<file path="src/rtl/core/mfb_pkg.sv">
// ----------------------------------------------------------------------------
// Monochrome framebuffer raster engine: shared package
// Operation and draw-mode codes, controller states, and the command and
// status groups that pass between the controller and the datapath.
// ----------------------------------------------------------------------------
package mfb_pkg;

  localparam logic [2:0] OP_PIXEL  = 3'd0;
  localparam logic [2:0] OP_VBLOCK = 3'd1;
  localparam logic [2:0] OP_HLINE  = 3'd2;
  localparam logic [2:0] OP_VLINE  = 3'd3;
  localparam logic [2:0] OP_FILL   = 3'd4;
  localparam logic [2:0] OP_CLEAR  = 3'd5;
  localparam logic [2:0] OP_READ   = 3'd6;
  localparam logic [2:0] OP_NONE   = 3'd7;

  localparam logic [1:0] MODE_CLEAR = 2'd0;
  localparam logic [1:0] MODE_SET   = 2'd1;
  localparam logic [1:0] MODE_XOR   = 2'd2;

  localparam logic [31:0] ALL_ONES = 32'hFFFF_FFFF;

  typedef enum logic [2:0] {
    ST_SWEEP,
    ST_IDLE,
    ST_READ,
    ST_WRITE,
    ST_FINISH
  } mfb_state_t;

  typedef struct packed {
    logic load;
    logic walk_step;
    logic wr_commit;
    logic sweep_init;
    logic sweep_step;
    logic out_load;
  } mfb_cmd_t;

  typedef struct packed {
    logic is_clear;
    logic walk_none;
    logic walk_last;
    logic sweep_last;
  } mfb_status_t;

  // Ones in bit positions lo..hi of a word, lo <= hi.
  function automatic logic [31:0] span_mask(input logic [4:0] lo, input logic [4:0] hi);
    span_mask = (ALL_ONES >> (5'd31 - hi)) & (ALL_ONES << lo);
  endfunction

endpackage

</file>
<file path="src/rtl/core/mfb_ctrl.sv">
// ----------------------------------------------------------------------------
// Monochrome framebuffer raster engine: controller
// Sequences the clearing sweep, the read-modify-write walk over the words of
// one command and the hand-over of the result to the output register.
// ----------------------------------------------------------------------------
module mfb_ctrl
  import mfb_pkg::*;
(
  input  logic        clk,
  input  logic        rst_n,
  input  logic        in_valid,
  output logic        in_stall,
  output logic        out_valid,
  input  logic        out_stall,
  input  mfb_status_t status,
  output mfb_cmd_t    cmd
);

  mfb_state_t state_r, state_nxt;
  logic       sweep_op_r, sweep_op_nxt;
  logic       out_valid_r, out_valid_nxt;

  // Next state.
  always_comb begin
    state_nxt    = state_r;
    sweep_op_nxt = sweep_op_r;
    unique case (state_r)
      ST_SWEEP: begin
        if (status.sweep_last) begin
          state_nxt = sweep_op_r ? ST_FINISH : ST_IDLE;
        end
      end
      ST_IDLE: begin
        if (in_valid) begin
          sweep_op_nxt = status.is_clear;
          if (status.is_clear) begin
            state_nxt = ST_SWEEP;
          end else if (status.walk_none) begin
            state_nxt = ST_FINISH;
          end else begin
            state_nxt = ST_READ;
          end
        end
      end
      ST_READ: begin
        state_nxt = ST_WRITE;
      end
      ST_WRITE: begin
        state_nxt = status.walk_last ? ST_FINISH : ST_READ;
      end
      ST_FINISH: begin
        if (!out_valid_r || !out_stall) begin
          state_nxt = ST_IDLE;
        end
      end
      default: begin
        state_nxt = ST_IDLE;
      end
    endcase
  end

  // Commands to the datapath.
  always_comb begin
    cmd = '0;
    unique case (state_r)
      ST_SWEEP: begin
        cmd.sweep_step = 1'b1;
      end
      ST_IDLE: begin
        if (in_valid) begin
          cmd.load       = 1'b1;
          cmd.sweep_init = status.is_clear;
        end
      end
      ST_READ: begin
      end
      ST_WRITE: begin
        cmd.wr_commit = 1'b1;
        cmd.walk_step = !status.walk_last;
      end
      ST_FINISH: begin
        cmd.out_load = !out_valid_r || !out_stall;
      end
      default: begin
      end
    endcase
  end

  always_comb begin
    if (cmd.out_load) begin
      out_valid_nxt = 1'b1;
    end else if (out_valid_r && !out_stall) begin
      out_valid_nxt = 1'b0;
    end else begin
      out_valid_nxt = out_valid_r;
    end
  end

  always_ff @(posedge clk) begin
    if (!rst_n) begin
      state_r     <= ST_SWEEP;
      sweep_op_r  <= 1'b0;
      out_valid_r <= 1'b0;
    end else begin
      state_r     <= state_nxt;
      sweep_op_r  <= sweep_op_nxt;
      out_valid_r <= out_valid_nxt;
    end
  end

  assign in_stall  = (state_r != ST_IDLE);
  assign out_valid = out_valid_r;

  // A clear-all command must go straight into the sweep.
  a_clear_sweeps: assert property (@(posedge clk) disable iff (!rst_n)
    (cmd.load && status.is_clear) |=> (state_r == ST_SWEEP))
    else $error("clear command did not start the sweep");

  // A new result never overwrites one the receiver is still holding off.
  a_no_overwrite: assert property (@(posedge clk) disable iff (!rst_n)
    cmd.out_load |-> !(out_valid_r && out_stall))
    else $error("result register overwritten while stalled");

endmodule

</file>
<file path="config.mk">
export PLATFORM = sky130hd
export DESIGN_NAME = mfb_ctrl
export DESIGN_NICKNAME = d
export VERILOG_FILES = /design/src/rtl/core/mfb_pkg.sv /design/src/rtl/core/mfb_ctrl.sv
export SDC_FILE = /design/constraint.sdc
export NUM_CORES = 1
export LEC_CHECK = 0
export BUFFER_PORTS_ARGS = -buffer_cell sky130_fd_sc_hd__buf_2
export CAP_MARGIN = 25
export CORE_AREA = 2 2 39 41
export DETAILED_ROUTE_END_ITERATION = 8
export DIE_AREA = 0 0 41 43
export PLACE_DENSITY = 0.49
export SKIP_LAST_GASP = 1
export SYNTH_ARGS = -nofsm -noshare
export SYNTH_HDL_FRONTEND = slang
export SYNTH_SLANG_ARGS = --single-unit
</file>
<file path="constraint.sdc">
create_clock -name clk -period 1.5 [get_ports clk]
set_input_delay 0.15 -clock clk [delete_from_list [all_inputs] [get_ports clk]]
set_output_delay 0.15 -clock clk [all_outputs]
set_load 0.005 [all_outputs]
</file>
==> results of run 1 <==
[power by group]
part / internal [mW] / switching (mW)
combinational: 0.0346 / 0.0285
clock: 0.101 / 0.0562
sequential: 0.140 / 0.0105
[worst max-delay path: stages (launching register included)]
cell and delay (ns):
dfxtp_1 0.45, nor2_2 0.09, and3_4 0.19, and2_4 0.15, buf_2 0.12
[routing by layer]
| metal | routed length (um) | up-vias |
|---|---|---|
| met5 | 0 | - |
| met4 | 19 | 0 |
| met3 | 62 | 2 |
| met2 | 307 | 14 |
| met1 | 347 | 146 |
| li1 | - | 174 |
[final timing paths]
path / to / slack [ns] / cells past startpoint
max: cmd[2] / 0.11 / 4
min: state_r[1] / 0.15 / 2
max reg2reg: state_r[2] / 0.33 / 3
min reg2reg: out_valid / 0.51 / 2
[timing repair]
item | CTS | global route
resized for setup | 0 | 2
hold endpoints to repair | 0 | 0
setup endpoints to repair | 0 | 1
[state kept, by name, indices dropped and copies added, names as in the netlist]
name	flops
state_r	3
out_valid	1
sweep_op_r	1
[cell type report]
type / count / area (sq um) / area share [%]
timing repair buffer: 15 / 75.1 / 18.0
inverter: 2 / 7.51 / 1.80
tap: 16 / 20.0 / 4.80
multi-input combinational: 30 / 184 / 44.1
sequential: 5 / 104 / 24.9
clock buffer: 4 / 26.3 / 6.31
[through the flow]
| stage | cells | setup slack [ns] |
|---|---|---|
| final | 72 | 0.115 |
| after global routing | 72 | 0.0236 |
| after CTS | 72 | 0.00226 |
| after detailed placement | 68 | 0.198 |
| after global placement | 68 | 0.238 |
| after floorplan | 39 | 0.378 |
[cells by family after synthesis]
family	count (synthesis)	share of synthesized area, %
multiplexers	1	3.63
buffers and inverters	4	8.47
AO/OA/AOI/OAI	12	24.2
flip-flops	5	32.3
AND/OR/NAND/NOR	17	31.5
[layout by cell type, fill, tap and decap left out, types with 2 or more instances in the layout]
| cell type | synthesis | final |
|---|---|---|
| clkbuf_4 | 0 | 3 |
| o21ai_0 | 4 | 4 |
| inv_1 | 2 | 2 |
| dfxtp_1 | 5 | 4 |
| nor2_1 | 4 | 4 |
| a21oi_1 | 3 | 3 |
| buf_2 | 0 | 15 |
| nand2_1 | 3 | 3 |
| nor2b_1 | 3 | 3 |
==> impl_metrics.env, run 1 <==
export IMPL_wl_um=737
export IMPL_vias=336
export IMPL_hold_slack_ns=0.152
export IMPL_drive_above_1_share_pct=41.1
export IMPL_end_kind="output pin"
export IMPL_clockRootBuffer="clkbuf_4"
export IMPL_drt_iter0_drc=4
export IMPL_antenna_found_initial=0
export IMPL_fin_util_pct=30.1
export IMPL_clkSlewWorstSetupHoldPaths_ns=0.04
export IMPL_outcome="finished, final reports clean"
export IMPL_grt_pass1_vias=309
export IMPL_synth_edf_count=0
export IMPL_cts_setup_buffers=0
export IMPL_fillers=158
export IMPL_clock_sinks=5
export IMPL_min_from="status[1]"
export IMPL_synth_top_cell_area_share_pct=32.3
export IMPL_path_class="register to output pin"
export IMPL_route_detailed_drc=0
export IMPL_rows=14
export IMPL_async_flop_share_pct=0
export IMPL_clock_latency_ns=0.24
export IMPL_power_density_nw_per_um2=889
export IMPL_max_slew_margin_rel_pct=83.3
export IMPL_hold_class="input pin to register"
export IMPL_finalInstanceArea_sq_um=417
export IMPL_syn2layout_area_growth_pct=34.3
export IMPL_startpoint_type="register"
export IMPL_hold_viol=0
export IMPL_grt_pass1_wl_mm=1.13
export IMPL_slew_violations=0
export IMPL_period_needed_ns=1.39
export IMPL_die_w_um=41
export IMPL_die_area_sq_um=1760
export IMPL_cts_inserted_buffers=3
export IMPL_period_share_pct=92.4
export IMPL_max_slew_worst_pin_slew_ns=0.248
export IMPL_finalSetupViolCount=0
export IMPL_drv_cap=0
export IMPL_grt_use_met2_pct=14.7
export IMPL_max_vdd_ir_drop_v=0.000271
export IMPL_boundaryPins=16
export IMPL_yosysMostFrequentCell="dfxtp_1"
export IMPL_finalNetCount=65
export IMPL_startpoint="state_r[1]"
export IMPL_r2r_start="state_r[0]"
export IMPL_grt_usage_pct=10.4
export IMPL_n_antenna_cell=0
export IMPL_synth_top_area_cell="dfxtp_1"
export IMPL_gr_total_overflow=0
export IMPL_finalPower_mw=0.370
export IMPL_dp_hpwl_um=596
export IMPL_avgSynthCellArea_sq_um=7.96
export IMPL_yosysUniqueCellTypes=22
export IMPL_chipHeight_um=43
export IMPL_yosys_top_cells_area="dfxtp_1 32%, o21ai_0 6.5%, nor2b_1 6.0%, a21oi_1 4.8%, nor2_1 4.8%"
export IMPL_arrival_ns=1.24
export IMPL_start_util_pct=22.4
export IMPL_required_ns=1.35
export IMPL_cts_htree_levels=1
export IMPL_place_area_sq_um=387
export IMPL_gp_congestion=0.611
export IMPL_busiest_layer="met2"
export IMPL_yosys_warnings=0
export IMPL_grt_start_max_net_pins=11
export IMPL_core_area_sq_um=1380
export IMPL_port_buffers=15
export IMPL_yosysSeqAreaShare_pct=32.3
export IMPL_clock_path_buffers=2
export IMPL_grt_met1_usage_pct=10.3
export IMPL_synthesis_area_sq_um=310
export IMPL_ys_flop_type="dfxtp_1"
export IMPL_rsz0062_at_grt="false"
export IMPL_drt_first_pass_iters=2
export IMPL_worst_path_max_fanout=8
export IMPL_final_antenna_net_count=0
export IMPL_post_cts_hold_buffer_count=0
export IMPL_grt_use_met3_pct=1.57
export IMPL_ys_top_cells_by_count="5 x dfxtp_1, 4 x nor2_1, 4 x o21ai_0"
export IMPL_synthesis_nets=47
export IMPL_wire_per_inst_um=10.2
export IMPL_via_per_inst=4.67
export IMPL_synth_seq_cells=5
export IMPL_netlist_instances=39
export IMPL_max_freq_mhz=722
export IMPL_p_leak_nw=0.185
export IMPL_finClkSkew_ns=0.00655
export IMPL_setup_tns_ns=0
export IMPL_cts_tree="built"
Power figures use the tool's default switching activity.
==> run 2: changes to the inputs <==
--- a/config.mk
+++ b/config.mk
@@ -6,11 +6,12 @@
 export NUM_CORES = 1
 export LEC_CHECK = 0
 export BUFFER_PORTS_ARGS = -buffer_cell sky130_fd_sc_hd__buf_2
-export CAP_MARGIN = 25
+export CAP_MARGIN = 20
 export CORE_AREA = 2 2 39 41
 export DETAILED_ROUTE_END_ITERATION = 8
 export DIE_AREA = 0 0 41 43
 export PLACE_DENSITY = 0.49
+export REMOVE_ABC_BUFFERS = 1
 export SKIP_LAST_GASP = 1
 export SYNTH_ARGS = -nofsm -noshare
 export SYNTH_HDL_FRONTEND = slang
==> impl_metrics.env, run 2 (synthesis gave the netlist of run 1 again) <==
export IMPL_finalPower_mw=0.364
export IMPL_regArea_sq_um=104
export IMPL_grt_use_met2_pct=13.1
export IMPL_syn2layout_area_growth_pct=34.3
export IMPL_rsz0062_at_grt="false"
export IMPL_core_area_sq_um=1380
export IMPL_cts_htree_levels=1
export IMPL_cts_inserted_buffers=3
export IMPL_finClkSkew_ns=0.00559
export IMPL_drt_iter0_drc=7
export IMPL_dp_hpwl_um=552
export IMPL_grt_usage_pct=9.74
export IMPL_wire_per_inst_um=9.26
export IMPL_cp_slowest_stage_delay_ns=0.44
export IMPL_grt_met1_usage_pct=9.97
export IMPL_cp_slowest_cell="dfxtp_1"
export IMPL_min_from="status[1]"
export IMPL_chipHeight_um=43
export IMPL_grt_pass1_wl_mm=1.07
export IMPL_gr_total_overflow=0
export IMPL_antenna_found_initial=0
export IMPL_setup_tns_ns=0
export IMPL_die_area_sq_um=1760
export IMPL_clkSlewWorstSetupHoldPaths_ns=0.04
export IMPL_r2r_end="state_r[2]"
export IMPL_hold_class="input pin to register"
export IMPL_start_util_pct=22.4
export IMPL_grt_pass1_vias=281
export IMPL_end_kind="output pin"
export IMPL_finalSetupViolCount=0
export IMPL_final_antenna_net_count=0
export IMPL_gp_congestion=0.638
export IMPL_route_detailed_drc=0
export IMPL_multi_input_area_sq_um=184
export IMPL_arrival_ns=1.22
export IMPL_r2r_start="state_r[0]"
export IMPL_max_freq_mhz=729
export IMPL_drv_cap=0
export IMPL_worst_path_max_fanout=8
export IMPL_grt_use_met3_pct=3.14
export IMPL_max_slew_worst_pin_slew_ns=0.230
export IMPL_top_register="state_r"
export IMPL_hold_viol=0
export IMPL_port_buffers=15
export IMPL_worstPathCellList="nor2_2 > and3_4 > and2_4 > buf_2"
export IMPL_slew_violations=0
export IMPL_max_slew_margin_rel_pct=84.5
export IMPL_n_antenna_cell=0
export IMPL_clock_path_buffers=2
export IMPL_vias=335
export IMPL_period_needed_ns=1.37
export IMPL_largest_reg_flops=3
export IMPL_mostFrequentLayoutCell="buf_2"
export IMPL_rows=14
export IMPL_drive_above_1_share_pct=41.1
export IMPL_boundaryPins=16
export IMPL_busiest_layer="met2"
export IMPL_hold_slack_ns=0.153
export IMPL_dpl_worst_slack_ns=0.232
export IMPL_wl_um=667
export IMPL_grt_start_max_net_pins=11
export IMPL_outcome="finished, final reports clean"
export IMPL_fillers=155
export IMPL_clock_latency_ns=0.24
export IMPL_final_cell_mix="15 x buf_2, 4 x nor2_1, 4 x o21ai_0, 4 x dfxtp_1"
export IMPL_period_share_pct=91.5
export IMPL_required_ns=1.35
export IMPL_rrSetupSlack_ns=0.34
export IMPL_worstHoldEndpoint="state_r[1]"
export IMPL_hold_path_depth=2
export IMPL_clock_sinks=5
export IMPL_drt_first_pass_iters=4
export IMPL_path_class="register to output pin"
export IMPL_max_vdd_ir_drop_v=0.000271
export IMPL_startpoint_type="register"
export IMPL_cts_tree="built"
export IMPL_p_leak_nw=0.185
export IMPL_power_density_nw_per_um2=874
export IMPL_fin_ws_ns=0.128
export IMPL_finalNetCount=65
export IMPL_reg2regPathDepth=3
export IMPL_via_per_inst=4.65
export IMPL_cts_setup_buffers=0
export IMPL_clockRootBuffer="clkbuf_4"
export IMPL_die_w_um=41
[run 2: cell counts in the layout (fill, tap and decap cells not counted)]
Identical to the previous run, type by type.
[run 2: how the worst max path moves through the flow]
stage                     startpoint         end  slack, ns  cells after the start
final                     state_r[1]      cmd[2]       0.13                      4
after global routing      state_r[1]      cmd[2]       0.02                      4
after CTS                 state_r[0]      cmd[4]      0.008                      4
after detailed placement  state_r[0]  state_r[2]       0.23                      3
after global placement    state_r[0]  state_r[2]       0.24                      3
after floorplan           state_r[0]  state_r[2]       0.34                      3
[run 2: repair_timing]
item,4_1_cts,5_1_grt
setup endpoints to repair,0,1
hold buffers,0,0
gates resized for setup,0,2
[run 2: metrics by stage]
| stage | cells | utilization, % | area, sq um |
|---|---|---|---|
| CTS | 72 | 29.8 | 413 |
| detailed placement | 68 | 27.9 | 387 |
| floorplan | 37 | - | 292 |
| finish | 72 | 30.1 | 417 |
| global route | 72 | 30.1 | 417 |
| global placement | 68 | 27.9 | 387 |
[run 2: cell type report]
type / count / area share, %
clock buffers: 4 / 6.31
inverters: 2 / 1.80
multi-input cells: 30 / 44.1
flip-flops and latches: 5 / 24.9
well taps: 16 / 4.80
repair buffers: 15 / 18.0
[run 2: per-layer routing]
layer / part of all wire [%] / wire length (um) / vias up
met5: 0 / 0 / -
met1: 44 / 292 / 149
li1: - / - / 174
met2: 49 / 325 / 12
met3: 7.3 / 49 / 0
met4: 0 / 0 / 0
[run 2: where the power goes]
| group | switching, mW | total, mW | internal, mW | leakage, nW |
|---|---|---|---|---|
| logic | 0.0278 | 0.0624 | 0.0346 | 0.129 |
| clock network | 0.0513 | 0.152 | 0.100 | 0.0150 |
| registers | 0.0102 | 0.150 | 0.140 | 0.0413 |
[run 2: critical path: cells and delay by family (launching register included)]
| family | cells | cell delay (ns) |
|---|---|---|
| simple gates | 3 | 0.43 |
| buf+inv | 1 | 0.12 |
| flops | 1 | 0.44 |
==> run 3: changes to the inputs <==
--- a/config.mk
+++ b/config.mk
@@ -5,12 +5,13 @@
 export SDC_FILE = /design/constraint.sdc
 export NUM_CORES = 1
 export LEC_CHECK = 0
+export ABC_AREA = 1
 export BUFFER_PORTS_ARGS = -buffer_cell sky130_fd_sc_hd__buf_2
 export CAP_MARGIN = 20
 export CORE_AREA = 2 2 39 41
 export DETAILED_ROUTE_END_ITERATION = 8
 export DIE_AREA = 0 0 41 43
-export PLACE_DENSITY = 0.49
+export PLACE_DENSITY = 0.53
 export REMOVE_ABC_BUFFERS = 1
 export SKIP_LAST_GASP = 1
 export SYNTH_ARGS = -nofsm -noshare
==> impl_metrics.env, run 3 <==
export IMPL_start_util_pct=26.4
export IMPL_period_share_pct=91.3
export IMPL_path_class="register to output pin"
export IMPL_max_slew_margin_rel_pct=74.7
export IMPL_cts_inserted_buffers=3
export IMPL_crit_family="flip-flops"
export IMPL_grt_usage_pct=10.7
export IMPL_period_needed_ns=1.37
export IMPL_grt_pass1_vias=326
export IMPL_syn2layout_area_growth_pct=28.1
export IMPL_wl_met2_um=372
export IMPL_r2r_start="state_r[2]"
export IMPL_rows=14
export IMPL_post_cts_hold_buffer_count=0
export IMPL_gp_congestion=0.722
export IMPL_drive_above_1_share_pct=35.7
export IMPL_clock_latency_ns=0.25
export IMPL_drt_met1_wl_um=311
export IMPL_startpoint_type="register"
export IMPL_via_per_inst=4.47
export IMPL_yosysMostFrequentCell="inv_1"
export IMPL_power_internal_mw=0.282
export IMPL_port_buffers=15
export IMPL_async_flop_share_pct=0
export IMPL_p_seq_share_pct=36.6
export IMPL_dp_hpwl_um=641
export IMPL_fillers=157
export IMPL_required_ns=1.35
export IMPL_finClkSkew_ns=0.00226
export IMPL_hold_class="input pin to register"
export IMPL_gr_total_overflow=0
export IMPL_finalSetupViolCount=0
export IMPL_boundaryPins=16
export IMPL_p_leak_nw=0.254
export IMPL_post_cts_resize_count=0
export IMPL_grt_pass1_wl_mm=1.12
export IMPL_clkSlewWorstSetupHoldPaths_ns=0.04
export IMPL_cp_num_buf_inv=2
export IMPL_drt_iter0_drc=1
export IMPL_comb_power_share_pct=24.4
export IMPL_max_vdd_ir_drop_v=0.000358
export IMPL_die_area_sq_um=1760
export IMPL_cts_htree_levels=1
export IMPL_finalNonFillerCells=86
export IMPL_rsz0062_at_grt="false"
export IMPL_final_antenna_net_count=0
export IMPL_finalNetCount=79
export IMPL_core_area_sq_um=1380
export IMPL_max_slew_worst_pin_slew_ns=0.379
export IMPL_hold_viol=0
export IMPL_clock_sinks=5
export IMPL_yosysSeqAreaShare_pct=27.4
export IMPL_setup_tns_ns=0
export IMPL_route_detailed_drc=0
export IMPL_startpoint="state_r[2]"
export IMPL_maxUsedRoutingLayer="met4"
export IMPL_wl_um=763
export IMPL_synthesis_area_sq_um=365
export IMPL_top_register="state_r"
export IMPL_wl_met3_um=42
export IMPL_cp_slowest_stage_delay_ns=0.54
export IMPL_clock_path_buffers=2
export IMPL_largest_reg_flops=3
export IMPL_worstPathCellList="nor2_8 > nand2_4 > nor2_4 > nand2_1 > inv_1 > buf_2"
export IMPL_end_kind="output pin"
export IMPL_synth_seq_cells=5
export IMPL_power_density_nw_per_um2=870
export IMPL_cp_slowest_cell="dfxtp_1"
export IMPL_cts_tree="built"
export IMPL_wire_per_inst_um=8.87
export IMPL_die_w_um=41
export IMPL_power_switching_mw=0.125
export IMPL_yosys_top_cells_area="dfxtp_1 27%, nand3_1 9.6%, inv_1 9.2%, nand2_1 8.2%, a21oi_1 5.5%"
export IMPL_grt_start_max_net_pins=9
export IMPL_hold_slack_ns=0.175
export IMPL_fin_util_pct=33.8
export IMPL_synth_top_area_cell="dfxtp_1"
export IMPL_ys_flop_type="dfxtp_1"
export IMPL_outcome="finished, final reports clean"
export IMPL_arrival_ns=1.22
export IMPL_mostFrequentLayoutCell="buf_2"
export IMPL_yosys_warnings=0
export IMPL_final_cell_mix="15 x buf_2, 9 x inv_1, 8 x nand2_1"
export IMPL_swShare_pct=30.8
export IMPL_ys_top_cells_by_count="9 x inv_1, 8 x nand2_1, 7 x nand3_1"
export IMPL_netlist_instances=53
export IMPL_synth_edf_count=0
export IMPL_dp_cells=82
export IMPL_slew_violations=0
export IMPL_synth_top_cell_area_share_pct=27.4
export IMPL_worst_path_max_fanout=8
export IMPL_drt_first_pass_iters=2
export IMPL_multi_input_area_sq_um=209
export IMPL_drv_cap=0
export IMPL_clockRootBuffer="clkbuf_4"
export IMPL_min_from="rst_n"
export IMPL_max_freq_mhz=730
export IMPL_yosysUniqueCellTypes=20
export IMPL_rrSetupSlack_ns=0.28
export IMPL_p_clk_share_pct=39.0
export IMPL_antenna_found_initial=0
export IMPL_cts_setup_buffers=0
export IMPL_avgSynthCellArea_sq_um=6.89
export IMPL_regArea_sq_um=100
export IMPL_n_antenna_cell=0
export IMPL_vias=384
export IMPL_chipHeight_um=43
-- run 3: cell types whose count changed after synthesis, moves of 3 or more --
cell | previous run | this run
nand2_1 | 3 | 8
inv_1 | 2 | 9
o21ai_0 | 4 | 1
nor2b_1 | 3 | 0
nand3_1 | 0 | 7
-- run 3: logic make-up (layout without fill, tap and decap cells) --
logic type,count (synthesis),in the layout,share of synthesized area [%]
flip-flops,5,5,27.4
AO/OA/AOI/OAI,6,6,8.90
buffers and inverters,12,29,15.4
AND/OR/NAND/NOR,30,30,48.3
-- run 3: cell type report --
class	instances	area share (%)
well taps	16	4.28
multi-input cells	36	44.7
clock buffers	4	5.61
flip-flops and latches	5	21.4
repair buffers	15	16.0
inverters	10	8.02
-- run 3: tightest hold or removal path, cell delays in order --
cell     delay, ns
buf_2         0.11
nand3_1       0.08
a21oi_1       0.04
-- run 3: power groups by stage --
stage / logic (mW) / clock network (mW) / registers (mW)
finish: 0.0994 / 0.159 / 0.149
global placement: 0.101 / 0 / 0.152
CTS: 0.102 / 0.165 / 0.149
floorplan: 0.0687 / 0 / 0.150
global route: 0.114 / 0.173 / 0.150
detailed placement: 0.101 / 0 / 0.151
-- run 3: routing by layer --
metal | track usage, % | vias up
li1 | - | 204
met4 | 14.0 | 0
met3 | 4.71 | 4
met1 | 8.39 | 167
met5 | 0 | -
met2 | 15.6 | 9
-- run 3: path summary, 6_finish.rpt --
kind	cells after the start	endpoint
worst max-delay path	6	cmd[2]
worst min register to register	2	out_valid
worst min-delay path	3	state_r[0]
worst max register to register	5	state_r[0]
-- run 3: through the flow --
step	total power, mW	cell area (sq um)	setup WS (ns)
after floorplan	0.219	347	0.400
after global placement	0.253	442	0.313
after detailed placement	0.253	442	0.289
after CTS	0.416	468	0.119
after global routing	0.437	468	0.0176
final	0.407	468	0.130
